**src/rtl/i2cms_pkg.sv**
```systemverilog
// i2c master sequencer package: phase type, field widths and constants
`timescale 1ns / 1ps
`default_nettype none

package i2cms_pkg;

    localparam int CMD_W     = 3;
    localparam int BYTE_W    = 8;
    localparam int LIMIT_W   = 8;
    localparam int TICK_W    = 8;
    localparam int BIT_IDX_W = 4;
    localparam int S_DATA_W  = 16;
    localparam int M_DATA_W  = 16;

    localparam logic [LIMIT_W-1:0]   ACK_TIMEOUT_RESET = 8'd250;
    localparam logic [BIT_IDX_W-1:0] BITS_PER_BYTE     = 4'd8;

    typedef enum logic [CMD_W-1:0] {
        CMD_NONE  = 3'd0,
        CMD_START = 3'd1,
        CMD_STOP  = 3'd2,
        CMD_SEND  = 3'd3,
        CMD_WACK  = 3'd4,
        CMD_READ  = 3'd5
    } cmd_t;

    typedef enum logic [4:0] {
        PH_IDLE    = 5'd0,
        PH_ST_A    = 5'd1,
        PH_ST_B    = 5'd2,
        PH_ST_C    = 5'd3,
        PH_SP_A    = 5'd4,
        PH_SP_B    = 5'd5,
        PH_SP_C    = 5'd6,
        PH_TX_LO   = 5'd7,
        PH_TX_HI   = 5'd8,
        PH_TX_TAIL = 5'd9,
        PH_WA_HI   = 5'd10,
        PH_WA_POLL = 5'd11,
        PH_RX_HI   = 5'd12,
        PH_RX_LO   = 5'd13,
        PH_AK_LO   = 5'd14,
        PH_AK_HI   = 5'd15,
        PH_NK_A    = 5'd16,
        PH_NK_B    = 5'd17,
        PH_NK_C    = 5'd18
    } phase_t;

    // extra ticks held in a segment after the one that enters it
    function automatic logic [TICK_W-1:0] seg_ticks(input phase_t p);
        if (p == PH_ST_A || p == PH_ST_B || p == PH_SP_A || p == PH_SP_C) begin
            seg_ticks = 8'd3;
        end else begin
            seg_ticks = 8'd1;
        end
    endfunction

endpackage

`default_nettype wire

```
**src/rtl/i2c_master_sequencer_top.sv**
```systemverilog
// i2c master sequencer top level: tick driven bus sequencer with output register
`timescale 1ns / 1ps
`default_nettype none

// One input word is one bus tick; the block takes one word every clock cycle and
// returns one result word per input word, in the next cycle, from a single output
// register. The input side stalls only while that register holds a word that the
// output side has not taken. Commands are taken only when no command is running;
// counted from the accepting tick, start and stop stay busy for 10 ticks, a send
// byte 48, a read byte 36 with ACK or 38 with NACK, and an ack wait 3 ticks before
// its first poll, then one poll per tick, at most ack_timeout_limit + 1 of them (a
// timeout adds a stop); the tick after the last busy one pulses done_res.
module i2c_master_sequencer_top
    import i2cms_pkg::*;
(
    input  wire                 aclk,
    input  wire                 aresetn,
    input  wire                 cfg_valid,
    output logic                cfg_ready,
    input  wire [LIMIT_W-1:0]   cfg_data,      // ack_timeout_limit
    input  wire                 s_tvalid,
    output logic                s_tready,
    input  wire [S_DATA_W-1:0]  s_tdata,       // tx_byte, send_ack, sda_in, zero pad
    input  wire [CMD_W-1:0]     s_tuser,       // cmd
    output logic                m_tvalid,
    input  wire                 m_tready,
    output logic [M_DATA_W-1:0] m_tdata        // scl_level, sda_level, sda_drive_enable,
                                               // busy_res, done_res, rx_byte,
                                               // ack_failed, zero pad
);

    logic [LIMIT_W-1:0]   limit_reg;
    phase_t               phase_reg, phase_next;
    logic [TICK_W-1:0]    tick_reg, tick_next;
    logic [BIT_IDX_W-1:0] bit_reg, bit_next;
    logic [BYTE_W-1:0]    shift_reg, shift_next;
    logic                 want_ack_reg, want_ack_next;
    logic                 scl_reg, scl_next;
    logic                 sda_reg, sda_next;
    logic                 oe_reg, oe_next;
    logic                 fail_reg, fail_next;
    logic [BYTE_W-1:0]    rx_last_reg, rx_last_next;
    logic                 done_next;
    logic                 m_valid_reg;
    logic [M_DATA_W-1:0]  m_data_reg, m_data_next;

    logic                 accept;
    cmd_t                 cmd;
    logic [BYTE_W-1:0]    tx_byte;
    logic                 send_ack;
    logic                 sda_in;
    logic [TICK_W:0]      poll_cnt;
    logic [BIT_IDX_W-1:0] bit_inc;
    logic [BYTE_W-1:0]    shift_up;

    assign cfg_ready = 1'b1;
    assign s_tready  = !m_valid_reg || m_tready;
    assign accept    = s_tvalid && s_tready;
    assign m_tvalid  = m_valid_reg;
    assign m_tdata   = m_data_reg;

    assign cmd      = cmd_t'(s_tuser);
    assign tx_byte  = s_tdata[BYTE_W-1:0];
    assign send_ack = s_tdata[BYTE_W];
    assign sda_in   = s_tdata[BYTE_W+1];
    assign poll_cnt = {1'b0, tick_reg} + {{TICK_W{1'b0}}, 1'b1};
    assign bit_inc  = bit_reg + 4'd1;
    assign shift_up = {shift_reg[BYTE_W-2:0], 1'b0};

    // next state
    always_comb begin
        phase_next    = phase_reg;
        tick_next     = tick_reg;
        bit_next      = bit_reg;
        shift_next    = shift_reg;
        want_ack_next = want_ack_reg;
        scl_next      = scl_reg;
        sda_next      = sda_reg;
        oe_next       = oe_reg;
        fail_next     = fail_reg;
        rx_last_next  = rx_last_reg;
        done_next     = 1'b0;
        if (accept) begin
            if (phase_reg == PH_IDLE) begin
                case (cmd)
                    CMD_START: begin
                        phase_next = PH_ST_A;
                        scl_next = 1'b1; sda_next = 1'b1; oe_next = 1'b1;
                    end
                    CMD_STOP: begin
                        phase_next = PH_SP_A;
                        scl_next = 1'b0; sda_next = 1'b0; oe_next = 1'b1;
                    end
                    CMD_SEND: begin
                        shift_next = tx_byte;
                        bit_next   = '0;
                        phase_next = PH_TX_LO;
                        scl_next = 1'b0; sda_next = tx_byte[BYTE_W-1]; oe_next = 1'b1;
                    end
                    CMD_WACK: begin
                        fail_next  = 1'b0;
                        phase_next = PH_WA_HI;
                        scl_next = 1'b1; oe_next = 1'b0;
                    end
                    CMD_READ: begin
                        shift_next    = '0;
                        bit_next      = '0;
                        want_ack_next = send_ack;
                        phase_next    = PH_RX_HI;
                        scl_next = 1'b1; oe_next = 1'b0;
                    end
                    default: begin
                    end
                endcase
                if (phase_next != PH_IDLE) begin
                    tick_next = seg_ticks(phase_next);
                end
            end else if (phase_reg == PH_WA_POLL) begin
                if (!sda_in) begin
                    scl_next   = 1'b0;
                    phase_next = PH_IDLE;
                    tick_next  = '0;
                    done_next  = 1'b1;
                end else if (poll_cnt > {1'b0, limit_reg}) begin
                    fail_next  = 1'b1;
                    phase_next = PH_SP_A;
                    scl_next = 1'b0; sda_next = 1'b0; oe_next = 1'b1;
                    tick_next  = seg_ticks(PH_SP_A);
                end else begin
                    tick_next = poll_cnt[TICK_W-1:0];
                end
            end else if (tick_reg != '0) begin
                tick_next = tick_reg - 8'd1;
            end else begin
                case (phase_reg)
                    PH_ST_A: begin
                        phase_next = PH_ST_B;
                        scl_next = 1'b1; sda_next = 1'b0; oe_next = 1'b1;
                    end
                    PH_ST_B: begin
                        phase_next = PH_ST_C;
                        scl_next = 1'b0; sda_next = 1'b0; oe_next = 1'b1;
                    end
                    PH_SP_A: begin
                        phase_next = PH_SP_B;
                        scl_next = 1'b1; sda_next = 1'b0; oe_next = 1'b1;
                    end
                    PH_SP_B: begin
                        phase_next = PH_SP_C;
                        scl_next = 1'b1; sda_next = 1'b1; oe_next = 1'b1;
                    end
                    PH_ST_C, PH_SP_C: begin
                        phase_next = PH_IDLE;
                        done_next  = 1'b1;
                    end
                    PH_TX_LO: begin
                        phase_next = PH_TX_HI;
                        scl_next = 1'b1; oe_next = 1'b1;
                    end
                    PH_TX_HI: begin
                        phase_next = PH_TX_TAIL;
                        scl_next = 1'b0; oe_next = 1'b1;
                    end
                    PH_TX_TAIL: begin
                        bit_next = bit_inc;
                        if (bit_inc < BITS_PER_BYTE) begin
                            shift_next = shift_up;
                            phase_next = PH_TX_LO;
                            scl_next = 1'b0; sda_next = shift_up[BYTE_W-1]; oe_next = 1'b1;
                        end else begin
                            scl_next   = 1'b0;
                            phase_next = PH_IDLE;
                            done_next  = 1'b1;
                        end
                    end
                    PH_WA_HI: begin
                        phase_next = PH_WA_POLL;
                    end
                    PH_RX_HI: begin
                        shift_next = {shift_reg[BYTE_W-2:0], sda_in};
                        phase_next = PH_RX_LO;
                        scl_next = 1'b0; oe_next = 1'b0;
                    end
                    PH_RX_LO: begin
                        bit_next = bit_inc;
                        if (bit_inc < BITS_PER_BYTE) begin
                            phase_next = PH_RX_HI;
                            scl_next = 1'b1; oe_next = 1'b0;
                        end else if (want_ack_reg) begin
                            phase_next = PH_AK_LO;
                            scl_next = 1'b0; sda_next = 1'b0; oe_next = 1'b1;
                        end else begin
                            phase_next = PH_NK_A;
                            scl_next = 1'b0; oe_next = 1'b1;
                        end
                    end
                    PH_AK_LO: begin
                        phase_next = PH_AK_HI;
                        scl_next = 1'b1; sda_next = 1'b0; oe_next = 1'b1;
                    end
                    PH_NK_A: begin
                        phase_next = PH_NK_B;
                        scl_next = 1'b0; sda_next = 1'b1; oe_next = 1'b1;
                    end
                    PH_NK_B: begin
                        phase_next = PH_NK_C;
                        scl_next = 1'b1; sda_next = 1'b1; oe_next = 1'b1;
                    end
                    PH_AK_HI, PH_NK_C: begin
                        scl_next     = 1'b0;
                        rx_last_next = shift_reg;
                        phase_next   = PH_IDLE;
                        done_next    = 1'b1;
                    end
                    default: begin
                        phase_next = PH_IDLE;
                    end
                endcase
                if (phase_next == PH_IDLE || phase_next == PH_WA_POLL) begin
                    tick_next = '0;
                end else begin
                    tick_next = seg_ticks(phase_next);
                end
            end
        end
    end

    // result word
    always_comb begin
        m_data_next = '0;
        m_data_next[0] = scl_next;
        m_data_next[1] = sda_next;
        m_data_next[2] = oe_next;
        m_data_next[3] = (phase_next != PH_IDLE);
        m_data_next[4] = done_next;
        m_data_next[5 +: BYTE_W] = rx_last_next;
        m_data_next[5 + BYTE_W] = fail_next;
    end

    always_ff @(posedge aclk) begin
        if (!aresetn) begin
            limit_reg    <= ACK_TIMEOUT_RESET;
            phase_reg    <= PH_IDLE;
            tick_reg     <= '0;
            bit_reg      <= '0;
            shift_reg    <= '0;
            want_ack_reg <= 1'b0;
            scl_reg      <= 1'b1;
            sda_reg      <= 1'b1;
            oe_reg       <= 1'b1;
            fail_reg     <= 1'b0;
            rx_last_reg  <= '0;
            m_valid_reg  <= 1'b0;
        end else begin
            if (cfg_valid && cfg_ready) begin
                limit_reg <= cfg_data;
            end
            phase_reg    <= phase_next;
            tick_reg     <= tick_next;
            bit_reg      <= bit_next;
            shift_reg    <= shift_next;
            want_ack_reg <= want_ack_next;
            scl_reg      <= scl_next;
            sda_reg      <= sda_next;
            oe_reg       <= oe_next;
            fail_reg     <= fail_next;
            rx_last_reg  <= rx_last_next;
            if (accept) begin
                m_valid_reg <= 1'b1;
            end else if (m_tready) begin
                m_valid_reg <= 1'b0;
            end
        end
    end

    always_ff @(posedge aclk) begin
        if (accept) begin
            m_data_reg <= m_data_next;
        end
    end

endmodule

`default_nettype wire

```
**config.mk**
```make
export PLATFORM = sky130hd
export DESIGN_NAME = i2c_master_sequencer_top
export DESIGN_NICKNAME = d
export VERILOG_FILES = /design/src/rtl/i2cms_pkg.sv /design/src/rtl/i2c_master_sequencer_top.sv
export SDC_FILE = /design/constraint.sdc
export NUM_CORES = 1
export LEC_CHECK = 0
export BUFFER_PORTS_ARGS = -buffer_cell sky130_fd_sc_hd__buf_2
export CAP_MARGIN = 20
export CORE_ASPECT_RATIO = 0.7
export CORE_MARGIN = 2
export CORE_UTILIZATION = 35
export CTS_CLUSTER_SIZE = 40
export DETAILED_ROUTE_END_ITERATION = 6
export GPL_ROUTABILITY_DRIVEN = 0
export SLEW_MARGIN = 15
export SYNTH_ARGS = -nofsm -noshare
export SYNTH_HDL_FRONTEND = slang
export SYNTH_SLANG_ARGS = --single-unit
```
**constraint.sdc**
```tcl
create_clock -name aclk -period 9.31 [get_ports aclk]
set_input_delay 1.862 -clock aclk [delete_from_list [all_inputs] [get_ports aclk]]
set_output_delay 1.862 -clock aclk [all_outputs]
set_load 0.05 [all_outputs]
```
Word level (Yosys, flattened, before mapping)
Index checks and enable logic that the tools add are counted.
W data, S select, Z words.

cells by class
  equal/unequal tests = 38
  reductions and logical operators = 35
  muxes and demuxes = 84
  add/subtract/negate cells = 3
  div/mod/pow operators = 0
  shifts and indexed selects = 0
  bitwise logic cells = 0
  order comparisons = 2
  multiply operators = 0

operator list
  kind                   number
  $mux W8                15
  $mux W5                14
  $pmux W5 S13           1
  $eq A5 B4 Y1 const B   9
  $eq A5 B3 Y1 const B   8
  $mux W1                35
  $pmux W8 S2            2
  $pmux W5 S5            1
  $eq A5 B2 Y1 const B   4
  $mux W4                5
  $eq A5 B1 Y1 const B   3
  $eq A5 B5 Y1 const B   3
  $logic_not A5 Y1       2
  $reduce_bool A5 Y1     2
  $reduce_or A2 Y1       5
  $add A8 B1 Y9 const B  1
  $gt A9 B8 Y1           1
  $reduce_or A3 Y1       3
  $reduce_or A9 Y1       1
  $logic_or A1 B1 Y1     8
  $pmux W1 S4            2
  $reduce_bool A8 Y1     1
  $reduce_or A4 Y1       2
  $sub A8 B1 Y8 const B  1
  23 further kinds       33

word-level totals
  memories = 0
  bits in writable memories = 0
  register bits after elaboration = 61
  bits of input ports = 32
  output and inout port bits = 19
  memory bits (read-only) = 0
  logic and storage cells = 176
  bits in latches = 0

Longest topological paths before layout
  depth in word-level cells = 17
  depth in mapped cells = 13
  gate-level depth less buffers = 12

Worst setup path before layout
No wires, ideal clock.

  kind = in2reg
  from = input m_tready
  to = register m_data_reg[3] (netlist: m_tdata[3]), data pin
  setup time = 0.276 ns
  buffers on the path = 1
  data required time = 9.034 ns
  arrival time = 3.892 ns
  stages = 8
  path slack = 5.142 ns
  cell sequence = nand2b_1 -> nand2_1 -> inv_1 -> clkbuf_1 -> a21oi_1 -> a31o_2 -> nor3b_1 -> nand4_1

between the ends
  longest elaborated chain between the ends = 4

RTL lines
  what                  line                             text
  from (decl)           i2c_master_sequencer_top.sv:26   input wire m_tready,
  $logic_or A1 B1 Y1    i2c_master_sequencer_top.sv:57   assign s_tready = !m_valid_reg || m_tready;
  $logic_and A1 B1 Y1   i2c_master_sequencer_top.sv:58   assign accept = s_tvalid && s_tready;
  via accept            i2c_master_sequencer_top.sv:47   logic accept;
  $mux W5               i2c_master_sequencer_top.sv:83   if (accept) begin
  $reduce_bool A5 Y1    i2c_master_sequencer_top.sv:234  m_data_next[3] = (phase_next != PH_IDLE);
  via m_data_next[3]    i2c_master_sequencer_top.sv:45   logic [M_DATA_W-1:0] m_data_reg, m_data_next;
  to (signal assigned)  i2c_master_sequencer_top.sv:278  m_data_reg <= m_data_next;
  to (decl)             i2c_master_sequencer_top.sv:45

The timed path passes the listed nets, and every way through them passes these cells.
A chain may end at the register's enable or synchronous reset.

Worst setup path in the final report
  from = input m_tready
  to = register rx_last_reg[6]

between the ends
  longest elaborated chain between the ends = 3

RTL lines
  what                  line                             text
  $logic_or A1 B1 Y1    i2c_master_sequencer_top.sv:57
  $logic_and A1 B1 Y1   i2c_master_sequencer_top.sv:58
  $mux W8               i2c_master_sequencer_top.sv:83
  via m_data_next[11]   i2c_master_sequencer_top.sv:45
  to (signal assigned)  i2c_master_sequencer_top.sv:267  rx_last_reg <= rx_last_next;
  to (decl)             i2c_master_sequencer_top.sv:42   logic [BYTE_W-1:0] rx_last_reg, rx_last_next;

The timed path passes the listed nets, and every way through them passes these cells.

==> results.cfg <==
[yosys]
syn-mean-instance-area_um2 = 8.52
mappedNetlistArea_um2 = 4120
synth_top_area_share_pct = 22.9
netlist_instances = 483
ys.flop_type = dfxtp_1
async_reset_ff_share_pct = 0
yosys.area.top_type = dfxtp_1
ys_types = 76
synth-edff-count = 14
ys_top_cells_by_area = dfxtp_1, edfxtp_1, nand2_1, ha_1, nor2_1
yosysSeqAreaShare_pct = 33.1
ys_warn_count = 0
ys_ff_latch = 61

[floorplan]
dieWidth_um = 134
die-area_um2 = 12700
core_area_um2 = 11600
die_y_um = 94.7
io_pins = 51
rows = 33
start_util_pct = 35.5

[sta]
final.setup_skew_ns = 0.00647
max_freq_mhz = 231
finalHoldViolCount = 0
period_share_pct = 46.6
tns_ns = 0
rsz0062_at_grt = false
maxSlewHeadroom_pct = 28.6
fin_crit_ns = 4.34
setup_violations = 0
fin_ws_ns = 4.97
final_max_slew_viol_count = 0
worstMarginPinSlew_ns = 1.07

[power_and_ir_drop]
p_comb_share_pct = 37.3
p_total_uw = 1150
vdd_ir_drop_max_mv = 0.108
swShare_pct = 39.4
internal_power_uw = 698
power_density_nw_per_um2 = 252
clkPwrFrac_pct = 32.3
leakagePower_uw = 0.00180
seqPwrFrac_pct = 30.4
p_sw_uw = 454

[global_routing]
gr-total-overflow = 0
antenna_found_initial = 0
track_usage_pct = 17.4
grt_max_degree = 36
grt_pass1_wl_mm = 17.5
grt_pass1_vias = 3478

[cells_and_area]
largest_register_ffs = 14
finish.net_count = 540
num_antenna_cells = 0
layout_commonest_cell = nand2_1
syn2layout_area_growth_pct = 11.2
layout-drive-gt1-share_pct = 18.2
fillers = 1167
layout_common_cells = nand2_1, dfxtp_1, nor2_1, buf_2, a21oi_1

[worst_hold_path]
hp-class = reg -> reg

[clock_network]
clock_latency_ns = 0.33
clock-sinks = 61
cts-root-buf = clkbuf_16
cts_htree_levels = 3
cts_tree = built
cts_resized = 0
clk_path_buf_depth = 2
cts_buffers = 9
cts.clk_slew.worst_paths_ns = 0.06
post_cts_buffers = 0
hold_buffers = 0

[critical_path]
cp-startpoint = m_tready
reg2regPathDepth = 12
r2r_end = oe_reg$_SDFF_PN1_
cp.required_ns = 9.53
crit_type = in -> reg
endpoint_kind = register
r2r-start = tick_reg[0]$_SDFFE_PN0P_
r2r_slack_ns = 5.48
crit_path_end = rx_last_reg[6]$_SDFF_PN0_
cp_max_fo = 24
worst_setup_path_start_kind = input port
critPathArrivalTime_ns = 4.56

[drt]
drtAntennaViolNets = 0
wl_per_cell_um = 16.8
routed_wl_mm = 11.0
drtIter0Drc = 291
drc_errors = 0
viasPerCell = 5.71
vias = 3754
drtPass1Iterations = 4

[placed_design]
port_buffers = 41
post-place-ws_ns = 4.63
dp_hpwl_mm = 7.61

[job]
max_cap_viol_count = 0

[run_status]
status = finished, final reports clean
==> synthesized netlist by cell type, drive strengths merged, types with 3 or more instances <==
cell type / n
a211oi: 4
a21oi: 23
a221oi: 5
a22o: 4
a22oi: 6
a311oi: 8
a31o: 4
a31oi: 4
a32o: 6
a32oi: 5
and2: 16
and3: 8
buf: 15
clkbuf: 26
dfxtp: 47
edfxtp: 14
ha: 13
inv: 20
mux2: 9
mux2i: 9
nand2: 50
nand2b: 8
nand3: 19
nand4: 5
nor2: 42
nor2b: 4
nor3: 10
nor3b: 5
o211ai: 6
o21ai: 21
o221ai: 4
o22ai: 3
or2: 3
or3: 6
xnor2: 9
xor2: 6
==> cell type report <==
type,instances,area [um^2],area share [%]
clock buffers,9,225,4.92
inverters,20,75.1,1.64
flip-flops and latches,61,1360,29.8
multi-input cells,362,2410,52.6
clock inverters,7,105,2.30
well taps,157,196,4.29
repair buffers,41,205,4.48
==> stage by stage <==
step                      hold WS, ns  util (%)  std cells  instance area, um^2
after floorplan                 0.460         -        484                 4120
after global placement          0.481      36.6        641                 4250
after detailed placement        0.484      36.6        641                 4250
after CTS                       0.495      39.4        657                 4580
after global routing            0.524      39.4        657                 4580
final                           0.490      39.4        657                 4580
==> power groups by stage <==
stage	combinational [uW]	sequential, uW	clock, uW
floorplan	353	337	0
global placement	416	352	0
detailed placement	420	354	0
CTS	422	348	378
global route	470	354	389
finish	430	350	372
==> worst min-delay path by stage <==
stage / from / endpoint / slack, ns / cells past startpoint
after floorplan: limit_reg[2]$_SDFFE_PN0P_ / limit_reg[2]$_SDFFE_PN0P_ / 0.46 / 2
after global placement: limit_reg[2]$_SDFFE_PN0P_ / limit_reg[2]$_SDFFE_PN0P_ / 0.48 / 2
after detailed placement: limit_reg[1]$_SDFFE_PN1P_ / limit_reg[1]$_SDFFE_PN1P_ / 0.48 / 2
after CTS: shift_reg[3]$_SDFFE_PN0P_ / shift_reg[4]$_SDFFE_PN0P_ / 0.49 / 2
after global routing: shift_reg[2]$_SDFFE_PN0P_ / shift_reg[3]$_SDFFE_PN0P_ / 0.52 / 2
final: shift_reg[3]$_SDFFE_PN0P_ / shift_reg[4]$_SDFFE_PN0P_ / 0.49 / 2
==> metal layers <==
metal	routed length [um]	vias up	global-route usage [%]
met3	748	13	3.92
met1	5500	1800	24.7
met4	105	0	6.03
li1	-	1791	-
met5	0	-	0
met2	4670	150	26.0
==> worst max-delay path: stages <==
cell and delay [ns]:
buf_2 0.07, nand2b_1 0.12, nand2_1 0.40, inv_1 0.90, and4_1 0.63, mux2_2 0.41
and2_1 0.15
==> logic make-up after synthesis <==
family,synth area share [%]
fa+ha+maj,3.95
simple gates,23.5
flops,33.1
compound gates,22.8
buf+inv,8.51
other cells,0.182
mux,4.65
xor+xnor,3.38
Note: power is estimated with default switching activity, not from simulation.
